## config.mk

```make
export PLATFORM = sky130hd
export DESIGN_NAME = insertion_sorter_flat
export DESIGN_NICKNAME = d
export VERILOG_FILES = /design/src/isort_pkg.sv /design/src/isort_if.sv /design/src/isort_cell.sv /design/src/insertion_sorter.sv /design/src/flat_wrapper.sv
export SDC_FILE = /design/constraint.sdc
export NUM_CORES = 2
export LEC_CHECK = 0
export BUFFER_PORTS_ARGS = -buffer_cell sky130_fd_sc_hd__buf_2
export CORE_AREA = 2 2 251 278
export CTS_CLUSTER_DIAMETER = 30
export DETAILED_ROUTE_END_ITERATION = 7
export DIE_AREA = 0 0 253 280
export PLACE_DENSITY = 0.75
export SYNTH_ARGS = -nofsm -noshare
export SYNTH_HDL_FRONTEND = slang
export SYNTH_SLANG_ARGS = --single-unit
```

## constraint.sdc

```tcl
create_clock -name clk -period 5.1 [get_ports clk]
set_input_delay 0 -clock clk [delete_from_list [all_inputs] [get_ports clk]]
set_output_delay 0 -clock clk [all_outputs]
set_load 0.1 [all_outputs]
```

## src/isort_pkg.sv

```systemverilog
// ----------------------------------------------------------------------------
// isort_pkg: insertion sorter types
// Key and result types and the control bundle shared by the cells.
// ----------------------------------------------------------------------------
`timescale 1ns / 1ps

package isort_pkg;

  localparam int KEY_W = 32;
  localparam int POS_W = 4;

  typedef logic signed [KEY_W-1:0] key_t;
  typedef logic [POS_W-1:0]        pos_t;

  typedef struct packed {
    logic insert;  // accepted key goes into the chain
    logic drain;   // every cell takes its right neighbor
  } cell_ctrl_t;

endpackage

```

## src/isort_if.sv

```systemverilog
// ----------------------------------------------------------------------------
// isort_if: request and result channels
// Valid/ready channels for keys in and sorted keys out.
// ----------------------------------------------------------------------------
`timescale 1ns / 1ps

interface isort_req_if import isort_pkg::*; ();
  logic valid;
  logic ready;
  key_t key_in;
  logic set_end;

  modport source (output valid, output key_in, output set_end, input ready);
  modport sink   (input valid, input key_in, input set_end, output ready);
endinterface

interface isort_rsp_if import isort_pkg::*; ();
  logic valid;
  logic ready;
  key_t key_out;
  pos_t position;
  logic final_out;
  logic overflow;

  modport source (output valid, output key_out, output position, output final_out,
                  output overflow, input ready);
  modport sink   (input valid, input key_out, input position, input final_out,
                  input overflow, output ready);
endinterface

```

## src/isort_cell.sv

```systemverilog
// ----------------------------------------------------------------------------
// isort_cell: one slot of the sorting chain
// Holds one key. On insert it takes its left neighbor's key if that one is
// greater than the new key, else the new key if its own is greater (or the
// slot is empty). On drain it takes its right neighbor's key.
// ----------------------------------------------------------------------------
`timescale 1ns / 1ps

module isort_cell import isort_pkg::*; (
  input  logic       clk,
  input  cell_ctrl_t ctrl,
  input  key_t       new_key,
  input  logic       occupied,
  input  key_t       left_key,
  input  logic       left_gt,
  input  key_t       right_key,
  output key_t       key,
  output logic       gt
);

  assign gt = !occupied || (key > new_key);

  always_ff @(posedge clk) begin
    if (ctrl.drain) begin
      key <= right_key;
    end else if (ctrl.insert) begin
      if (left_gt) begin
        key <= left_key;
      end else if (gt) begin
        key <= new_key;
      end
    end
  end

endmodule

```

## src/insertion_sorter.sv

```systemverilog
// ----------------------------------------------------------------------------
// insertion_sorter: stable insertion sorter, chain of compare cells
// Accepts one key per cycle while collecting a set; every cell compares at once.
// After the key marking set end, results follow from the next cycle, one per
// cycle while the receiver is ready; no request is taken while they drain.
// Synchronous reset empties the chain and clears the overflow flag.
// ----------------------------------------------------------------------------
`timescale 1ns / 1ps

module insertion_sorter import isort_pkg::*; #(
  parameter int CAPACITY = 16
) (
  input  logic clk,
  input  logic rst,
  isort_req_if.sink   req_ch,
  isort_rsp_if.source rsp_ch
);

  localparam int CNT_W = $clog2(CAPACITY + 1);

  logic [CNT_W-1:0] count;
  logic             draining;
  logic             dropped;
  pos_t             pos;

  key_t             keys [CAPACITY];
  logic [CAPACITY-1:0] gt;
  logic [CAPACITY-1:0] occ;
  cell_ctrl_t       ctrl;

  logic req_acc;
  logic rsp_acc;
  logic full;
  logic last;

  assign req_acc = req_ch.valid && req_ch.ready;
  assign rsp_acc = rsp_ch.valid && rsp_ch.ready;
  assign full    = (count == CNT_W'(CAPACITY));
  assign last    = (count == CNT_W'(1));

  assign ctrl.insert = req_acc && !full;
  assign ctrl.drain  = rsp_acc;

  for (genvar i = 0; i < CAPACITY; i++) begin : g_cell
    key_t left_key;
    logic left_gt;
    key_t right_key;

    assign occ[i] = (count > CNT_W'(i));

    if (i == 0) begin : g_first
      assign left_key = req_ch.key_in;
      assign left_gt  = 1'b0;
    end else begin : g_mid
      assign left_key = keys[i-1];
      assign left_gt  = gt[i-1];
    end

    if (i == CAPACITY - 1) begin : g_last
      assign right_key = keys[i];
    end else begin : g_inner
      assign right_key = keys[i+1];
    end

    isort_cell u_cell (
      .clk       (clk),
      .ctrl      (ctrl),
      .new_key   (req_ch.key_in),
      .occupied  (occ[i]),
      .left_key  (left_key),
      .left_gt   (left_gt),
      .right_key (right_key),
      .key       (keys[i]),
      .gt        (gt[i])
    );
  end

  always_ff @(posedge clk) begin
    if (rst) begin
      count    <= '0;
      draining <= 1'b0;
      dropped  <= 1'b0;
      pos      <= '0;
    end else begin
      if (req_acc) begin
        if (full) begin
          dropped <= 1'b1;
        end else begin
          count <= count + CNT_W'(1);
        end
        if (req_ch.set_end) begin
          draining <= 1'b1;
        end
      end
      if (rsp_acc) begin
        count <= count - CNT_W'(1);
        pos   <= pos + POS_W'(1);
        if (last) begin
          draining <= 1'b0;
          dropped  <= 1'b0;
          pos      <= '0;
        end
      end
    end
  end

  assign req_ch.ready     = !draining;
  assign rsp_ch.valid     = draining;
  assign rsp_ch.key_out   = keys[0];
  assign rsp_ch.position  = pos;
  assign rsp_ch.final_out = last;
  assign rsp_ch.overflow  = dropped;

endmodule

```

## src/flat_wrapper.sv

```systemverilog
// flat-port wrapper written by rule: the top's interface ports become plain ports
module insertion_sorter_flat import isort_pkg::*;
#(
  parameter int CAPACITY = 16
)
  (clk, rst, req_ch_valid, req_ch_key_in, req_ch_set_end, req_ch_ready, rsp_ch_valid, rsp_ch_key_out, rsp_ch_position, rsp_ch_final_out, rsp_ch_overflow, rsp_ch_ready);
  isort_req_if req_ch_i ();
  isort_rsp_if rsp_ch_i ();
  input  logic clk;
  input  logic rst;
  input wire logic [$bits(req_ch_i.valid)-1:0] req_ch_valid;
  input wire logic [$bits(req_ch_i.key_in)-1:0] req_ch_key_in;
  input wire logic [$bits(req_ch_i.set_end)-1:0] req_ch_set_end;
  output wire logic [$bits(req_ch_i.ready)-1:0] req_ch_ready;
  output wire logic [$bits(rsp_ch_i.valid)-1:0] rsp_ch_valid;
  output wire logic [$bits(rsp_ch_i.key_out)-1:0] rsp_ch_key_out;
  output wire logic [$bits(rsp_ch_i.position)-1:0] rsp_ch_position;
  output wire logic [$bits(rsp_ch_i.final_out)-1:0] rsp_ch_final_out;
  output wire logic [$bits(rsp_ch_i.overflow)-1:0] rsp_ch_overflow;
  input wire logic [$bits(rsp_ch_i.ready)-1:0] rsp_ch_ready;
  assign req_ch_i.valid = req_ch_valid;
  assign req_ch_i.key_in = req_ch_key_in;
  assign req_ch_i.set_end = req_ch_set_end;
  assign req_ch_ready = req_ch_i.ready;
  assign rsp_ch_valid = rsp_ch_i.valid;
  assign rsp_ch_key_out = rsp_ch_i.key_out;
  assign rsp_ch_position = rsp_ch_i.position;
  assign rsp_ch_final_out = rsp_ch_i.final_out;
  assign rsp_ch_overflow = rsp_ch_i.overflow;
  assign rsp_ch_i.ready = rsp_ch_ready;
  insertion_sorter #(.CAPACITY(CAPACITY)) u_core (.clk(clk), .rst(rst), .req_ch(req_ch_i), .rsp_ch(rsp_ch_i));
endmodule
```

# After elaboration in Yosys (flattened, before gate mapping)
# Cells that the tools add are included.
dict set report word_totals {
  ff_bits 523
  latch_bits 0
  ramBits 0
  rom_bits 0
  input_bits 37
  output_inout_bits 40
  n_memories 0
}
dict set report op_classes {
  n_addsub 3
  mul 0
  div_mod_pow 0
  magnitude_cmp 32
  n_eq_ne 3
  n_shift 0
  n_mux 73
  bitwise 1
  reduce_logical 72
}
# cell count
set ops {}
lappend ops {{32-bit two-way mux} 61}
lappend ops {{32-bit > comparator} 16}
lappend ops {{3-bit nonzero test} 14}
lappend ops {{5-bit by 4-bit > comparator with 1-bit output, second input constant} 8}
lappend ops {{2-bit AND reduction} 16}
lappend ops {{5-bit by 3-bit > comparator with 1-bit output, second input constant} 4}
lappend ops {{1-bit zero test} 18}
lappend ops {{1-bit logical OR} 16}
lappend ops {{5-bit two-way mux} 3}
lappend ops {{5-bit by 1-bit > comparator with 1-bit output, second input constant} 2}
lappend ops {{5-bit by 2-bit > comparator with 1-bit output, second input constant} 2}
lappend ops {{1-bit two-way mux} 8}
lappend ops {{2-bit nonzero test} 4}
lappend ops {{5-bit by 1-bit adder with 5-bit output, second input constant} 1}
lappend ops {{5-bit by 1-bit equality test with 1-bit output, second input constant} 1}
lappend ops {{5-bit equality test, second input constant} 1}
lappend ops {{5-bit by 1-bit subtractor with 5-bit output, second input constant} 1}
lappend ops {{4-bit by 1-bit adder with 4-bit output, second input constant} 1}
lappend ops {{4-bit two-way mux} 1}
lappend ops {{1-bit logical AND} 3}
lappend ops {{3-bit AND reduction} 1}
lappend ops {{2-bit by 1-bit != test with 1-bit output, second input constant} 1}
lappend ops {{1-bit inverter} 1}

# Depth between registers and ports, before layout
dict set report logic_depth {
  depth_word 7
  ltp_mapped 11
}

# Hierarchy
# From an unflattened synthesis, not the netlist that was laid out.
dict set report hier_totals {
  cells_unflattened 4252
  hier_area_um2 40111.0
}
# mod n_inst cells_per_inst area_each_um2 seq_area_each_um2
set modules_own_cells {}
lappend modules_own_cells {isort_cell 16 259 2454.9 960.9}
lappend modules_own_cells {insertion_sorter 1 108 833.3 220.2}

# Worst setup path before layout
# OpenSTA, ideal clock, no wires.
dict set report synth_path {
  path_type {register to register}
  startpoint {register u_core.g_cell[0].u_cell.key[19]}
  endpoint {register u_core.g_cell[1].u_cell.key[0] (enable)}
  t_arrival_ps 4790
  path_slack_ps -155
  path_stages_with_launch 9
  path_buffers 0
  path_cell_list {edfxtp_1 ha_1 a21oi_1 o21ai_0 a221oi_1 a21oi_1 a211oi_1 nor3_1 o21ai_0}
}
dict set report synth_via {
  elab_chain_len 4
}
# item line_no
set synth_rtl {}
lappend synth_rtl {{start: declaration} isort_cell.sv:17} ;# output key_t key,
lappend synth_rtl {{start signal: assignment} isort_cell.sv:25} ;# key <= right_key;
lappend synth_rtl {{start signal: assignment} isort_cell.sv:28} ;# key <= left_key;
lappend synth_rtl {{start signal: assignment} isort_cell.sv:30} ;# key <= new_key;
lappend synth_rtl {{32-bit > comparator} isort_cell.sv:21} ;# assign gt = !occupied || (key > new_key);
lappend synth_rtl {{1-bit logical OR} isort_cell.sv:21}
lappend synth_rtl {{3-bit nonzero test (no source line)} --}
lappend synth_rtl {{2-bit AND reduction (no source line)} --}
lappend synth_rtl {{end signal: assignment} isort_cell.sv:25}
lappend synth_rtl {{end signal: assignment} isort_cell.sv:28}
lappend synth_rtl {{end signal: assignment} isort_cell.sv:30}
lappend synth_rtl {{end: declaration} isort_cell.sv:17}
# Every way passes these cells.
# A chain may end at the register's enable or synchronous reset.

# Worst setup path in the final report
dict set report layout_path {
  startpoint {input req_ch_key_in[23]}
  endpoint {register u_core.g_cell[2].u_cell.key[21] (enable)}
}
dict set report layout_via {
  elab_chain_len 4
}
# item line_no
set layout_rtl {}
lappend layout_rtl {{start: declaration} flat_wrapper.sv:12} ;# input wire logic [$bits(req_ch_i.key_in)-1:0] req_ch_key_in;
lappend layout_rtl {{32-bit > comparator} isort_cell.sv:21}
lappend layout_rtl {{1-bit logical OR} isort_cell.sv:21}
lappend layout_rtl {{3-bit nonzero test (no source line) (*)} --}
lappend layout_rtl {{2-bit AND reduction (no source line) (*)} --}
lappend layout_rtl {{end signal: assignment} isort_cell.sv:25}
lappend layout_rtl {{end signal: assignment} isort_cell.sv:28}
lappend layout_rtl {{end signal: assignment} isort_cell.sv:30}
lappend layout_rtl {{end: declaration} isort_cell.sv:17}
# Every way passes the cells marked *; elsewhere a longest branch is shown, timed or not.

==> reports/qor.txt <==
TritonCTS clock tree: built
FF+latch count, synth: 523
FF-to-FF path depth: 8
Initial antenna violation count: 0
IR drop worst, VDD: 0.271 mV
Fin crit period: 4.57 ns
Overflow after GRT: 0
I/O pin count: 77
Reg area: 15600 sq um
Final setup TNS: 0 ns
# hold bufs at CTS: 35
Outcome: finished clean
RR Endpoint: u_core.g_cell[2].u_cell.key[21]
Mapped Nets: 4364
Post-route insts no fill: 4891
Mapped Cells: 3808
Core Box Area: 68200 sq um
Vias: 32900
Synth top area share: 0.406
Width of the chip: 253 microns
CP Data Arrival Time: 4.94 ns
PD cells: 450 nW/um^2
Clock sink count: 523
Syn. warnings: 0
Post-CTS resize count: 0
Required @ worst endpoint: 5.47 ns
Worst R2R Start: u_core.g_cell[1].u_cell.key[21]
Area of the multi-input gates: 21100 sq um
Synth unique cells: 66
Post-synth ARST share: 0
Gpl congestion: 1.00
Tot Pwr: 19.6 mW
Full die area: 70800 sq um
Max-slew violations: 0
Register area share after synthesis: 0.412
CP startpoint kind: input pin
Largest net degree at the start of global routing: 121
Lkg Pwr: 19.5 nW
F_max: 219 MHz
First DRT Iteration DRCs: 4489
Worst-Skew Late Latency: 0.67 ns
DR pass1 iterations: 8
Final Skew: 0.0199 ns
Max-cap violations: 0
Worst Setup SP: req_ch_key_in[23]
EDFF count, synth: 512
GRT Util Overall: 0.350
Area growth from synthesis to layout: 15.4%
Final wirelength: 126 mm
Final HPWL DP: 90.2 mm
CTS Root Cell: clkbuf_16
Share of post-route cells with drive strength above 1: 0.106
Top cells by area, synth: edfxtp_1 41%, ha_1 17%, a21oi_1 9.5%, mux2i_1 8.2%, nor2_1 4.7%
Cell Rows: 101
CP Class: input pin to flop
Placed cell count: 4638
# setup viols final: 0
Nets: 4472
RSZ-0062 raised after global routing: no
Vias per cell: 6.73
Post-DRT Antenna Nets: 0
Final period utilization: 0.896
Cell taking the most area after synthesis: edfxtp_1
Actual slew at the worst max-slew pin: 1.35 ns
Height of the chip: 280 microns
Post-CTS Setup Inserts: 0
I/O Buffers: 76
Critical path capture point type: flop
Routed len/inst: 25.7 microns
Maximum clock path buffer count: 3
Worst hold path class: input pin to flop
Post-synth top flop: edfxtp_1
Clock-pin transition on the worst setup and hold timing paths: 0.05 ns
Drt drc: 0
First-pass GRT wire length: 190 mm
Vias in the first global route: 31400
Cts bufs inserted: 116
H-Tree Depth: 3
Rel. slew slack: 0.0941
Fillers: 5227
Final hold violations: 0
Avg Inst Size Synth: 9.94 sq um
Flop-to-flop setup slack: 0.91 ns
Starting Density: 0.555
Worst Setup EP: u_core.g_cell[2].u_cell.key[21]
Cell area after synthesis: 37900 sq um
CP Max Fanout: 17
-- metrics by stage --
step	hold slack, ns	cell area [sq um]	util	setup WS (ns)
global route	0.0307	43700	0.640	0.553
CTS	0.00908	43700	0.640	0.878
finish	0.0498	43700	0.640	0.528
floorplan	0.0694	37900	-	0.704
detailed placement	0.246	39300	0.576	0.739
global placement	0.243	39300	0.576	0.716
-- synth_stat cells, types with 12 or more instances --
library cell  count
a21oi_1         720
ha_1            519
edfxtp_1        512
nor2_1          477
mux2i_1         310
nand2_1         237
clkbuf_1        169
nand4_1         116
o21ai_0         107
inv_1            68
nand3_1          61
a21o_1           54
a221o_1          42
a31oi_1          35
mux2_4           29
nor4_1           28
o211ai_1         28
a211oi_1         24
buf_4            21
buf_2            20
nor3_1           20
or3_1            20
o21a_1           19
nor2b_1          18
a2bb2oi_1        12
-- worst min path at each step --
stage          cells past startpoint                          endpoint              start  slack (ns)
3_3_place_gp                       3               u_core.rsp_ch.valid     req_ch_set_end        0.24
5_1_grt                            3  u_core.g_cell[15].u_cell.key[24]  req_ch_key_in[24]        0.03
2_1_floorplan                      1                   u_core.count[1]                rst        0.07
3_5_place_dp                       3               u_core.rsp_ch.valid     req_ch_set_end        0.25
6_report                           3  u_core.g_cell[15].u_cell.key[24]  req_ch_key_in[24]        0.05
4_1_cts                            3  u_core.g_cell[15].u_cell.key[24]  req_ch_key_in[24]       0.009
-- report_power, final --
group / leakage [nW] / switching [mW] / internal, mW
Clock: 1.93 / 2.61 / 5.17
Combinational: 12.6 / 3.19 / 1.91
Sequential: 5.03 / 0.870 / 5.89
-- cell type report --
class | instances | share of cell area
antenna | 1 | 0.0000573
clock buffer | 122 | 0.0669
clock inverter | 95 | 0.0256
inverter | 69 | 0.00593
multi-input combinational | 2992 | 0.483
sequential | 523 | 0.357
tap | 875 | 0.0251
timing repair buffer | 214 | 0.0361
-- cell usage in the layout, fill, tap and decap left out, drive strengths merged, types with 24 or more instances in the layout --
cell	n
clkinv	46
mux2	32
clkbuf	122
mux2i	310
a211oi	24
a21oi	721
nor4	28
a31oi	35
a221o	42
dlygate4sd3	35
ha	519
buf	179
inv	78
o21ai	108
nand3	61
nand4	116
a21o	54
o211ai	29
nand2	237
nor2	477
edfxtp	512
-- per-layer routing --
layer | vias up | wire length (microns) | global-route usage | share of wire
met2 | 2191 | 55200 | 0.528 | 0.44
li1 | 14800 | - | - | -
met4 | 0 | 7280 | 0.197 | 0.058
met3 | 387 | 14200 | 0.0633 | 0.11
met5 | - | 0 | 0 | 0
met1 | 15600 | 49100 | 0.475 | 0.39
-- critical path, stage by stage --
cell	delay, ns
dlygate4sd3_1	0.56
buf_2	0.36
inv_1	0.48
ha_1	0.49
nand4_1	0.22
nor4_1	1.16
o32ai_1	0.32
o211ai_1	0.46
o21ai_0	0.15
nand2_1	0.45
buf_4	0.28
-- kinds of logic (layout without fill, tap and decap cells) --
logic type | Yosys count | after routing | synth area share
AO/OA/AOI/OAI | 1115 | 1115 | 0.171
XOR/XNOR | 6 | 6 | 0.00139
adder cells (fa/ha/maj) | 519 | 519 | 0.171
buffers and inverters | 293 | 500 | 0.0328
flip-flops | 523 | 523 | 0.412
multiplexers | 342 | 342 | 0.0943
other | 0 | 1 | 0
AND/OR/NAND/NOR | 1010 | 1010 | 0.117
-- state kept, by name, summed over array words and instances (netlist names) --
name	count
u_core.rsp_ch.overflow	1
u_core.count	5
u_core.g_cell.u_cell.key	512
u_core.rsp_ch.valid	1
u_core.rsp_ch.position	4
(Power assumes the default switching activity.)
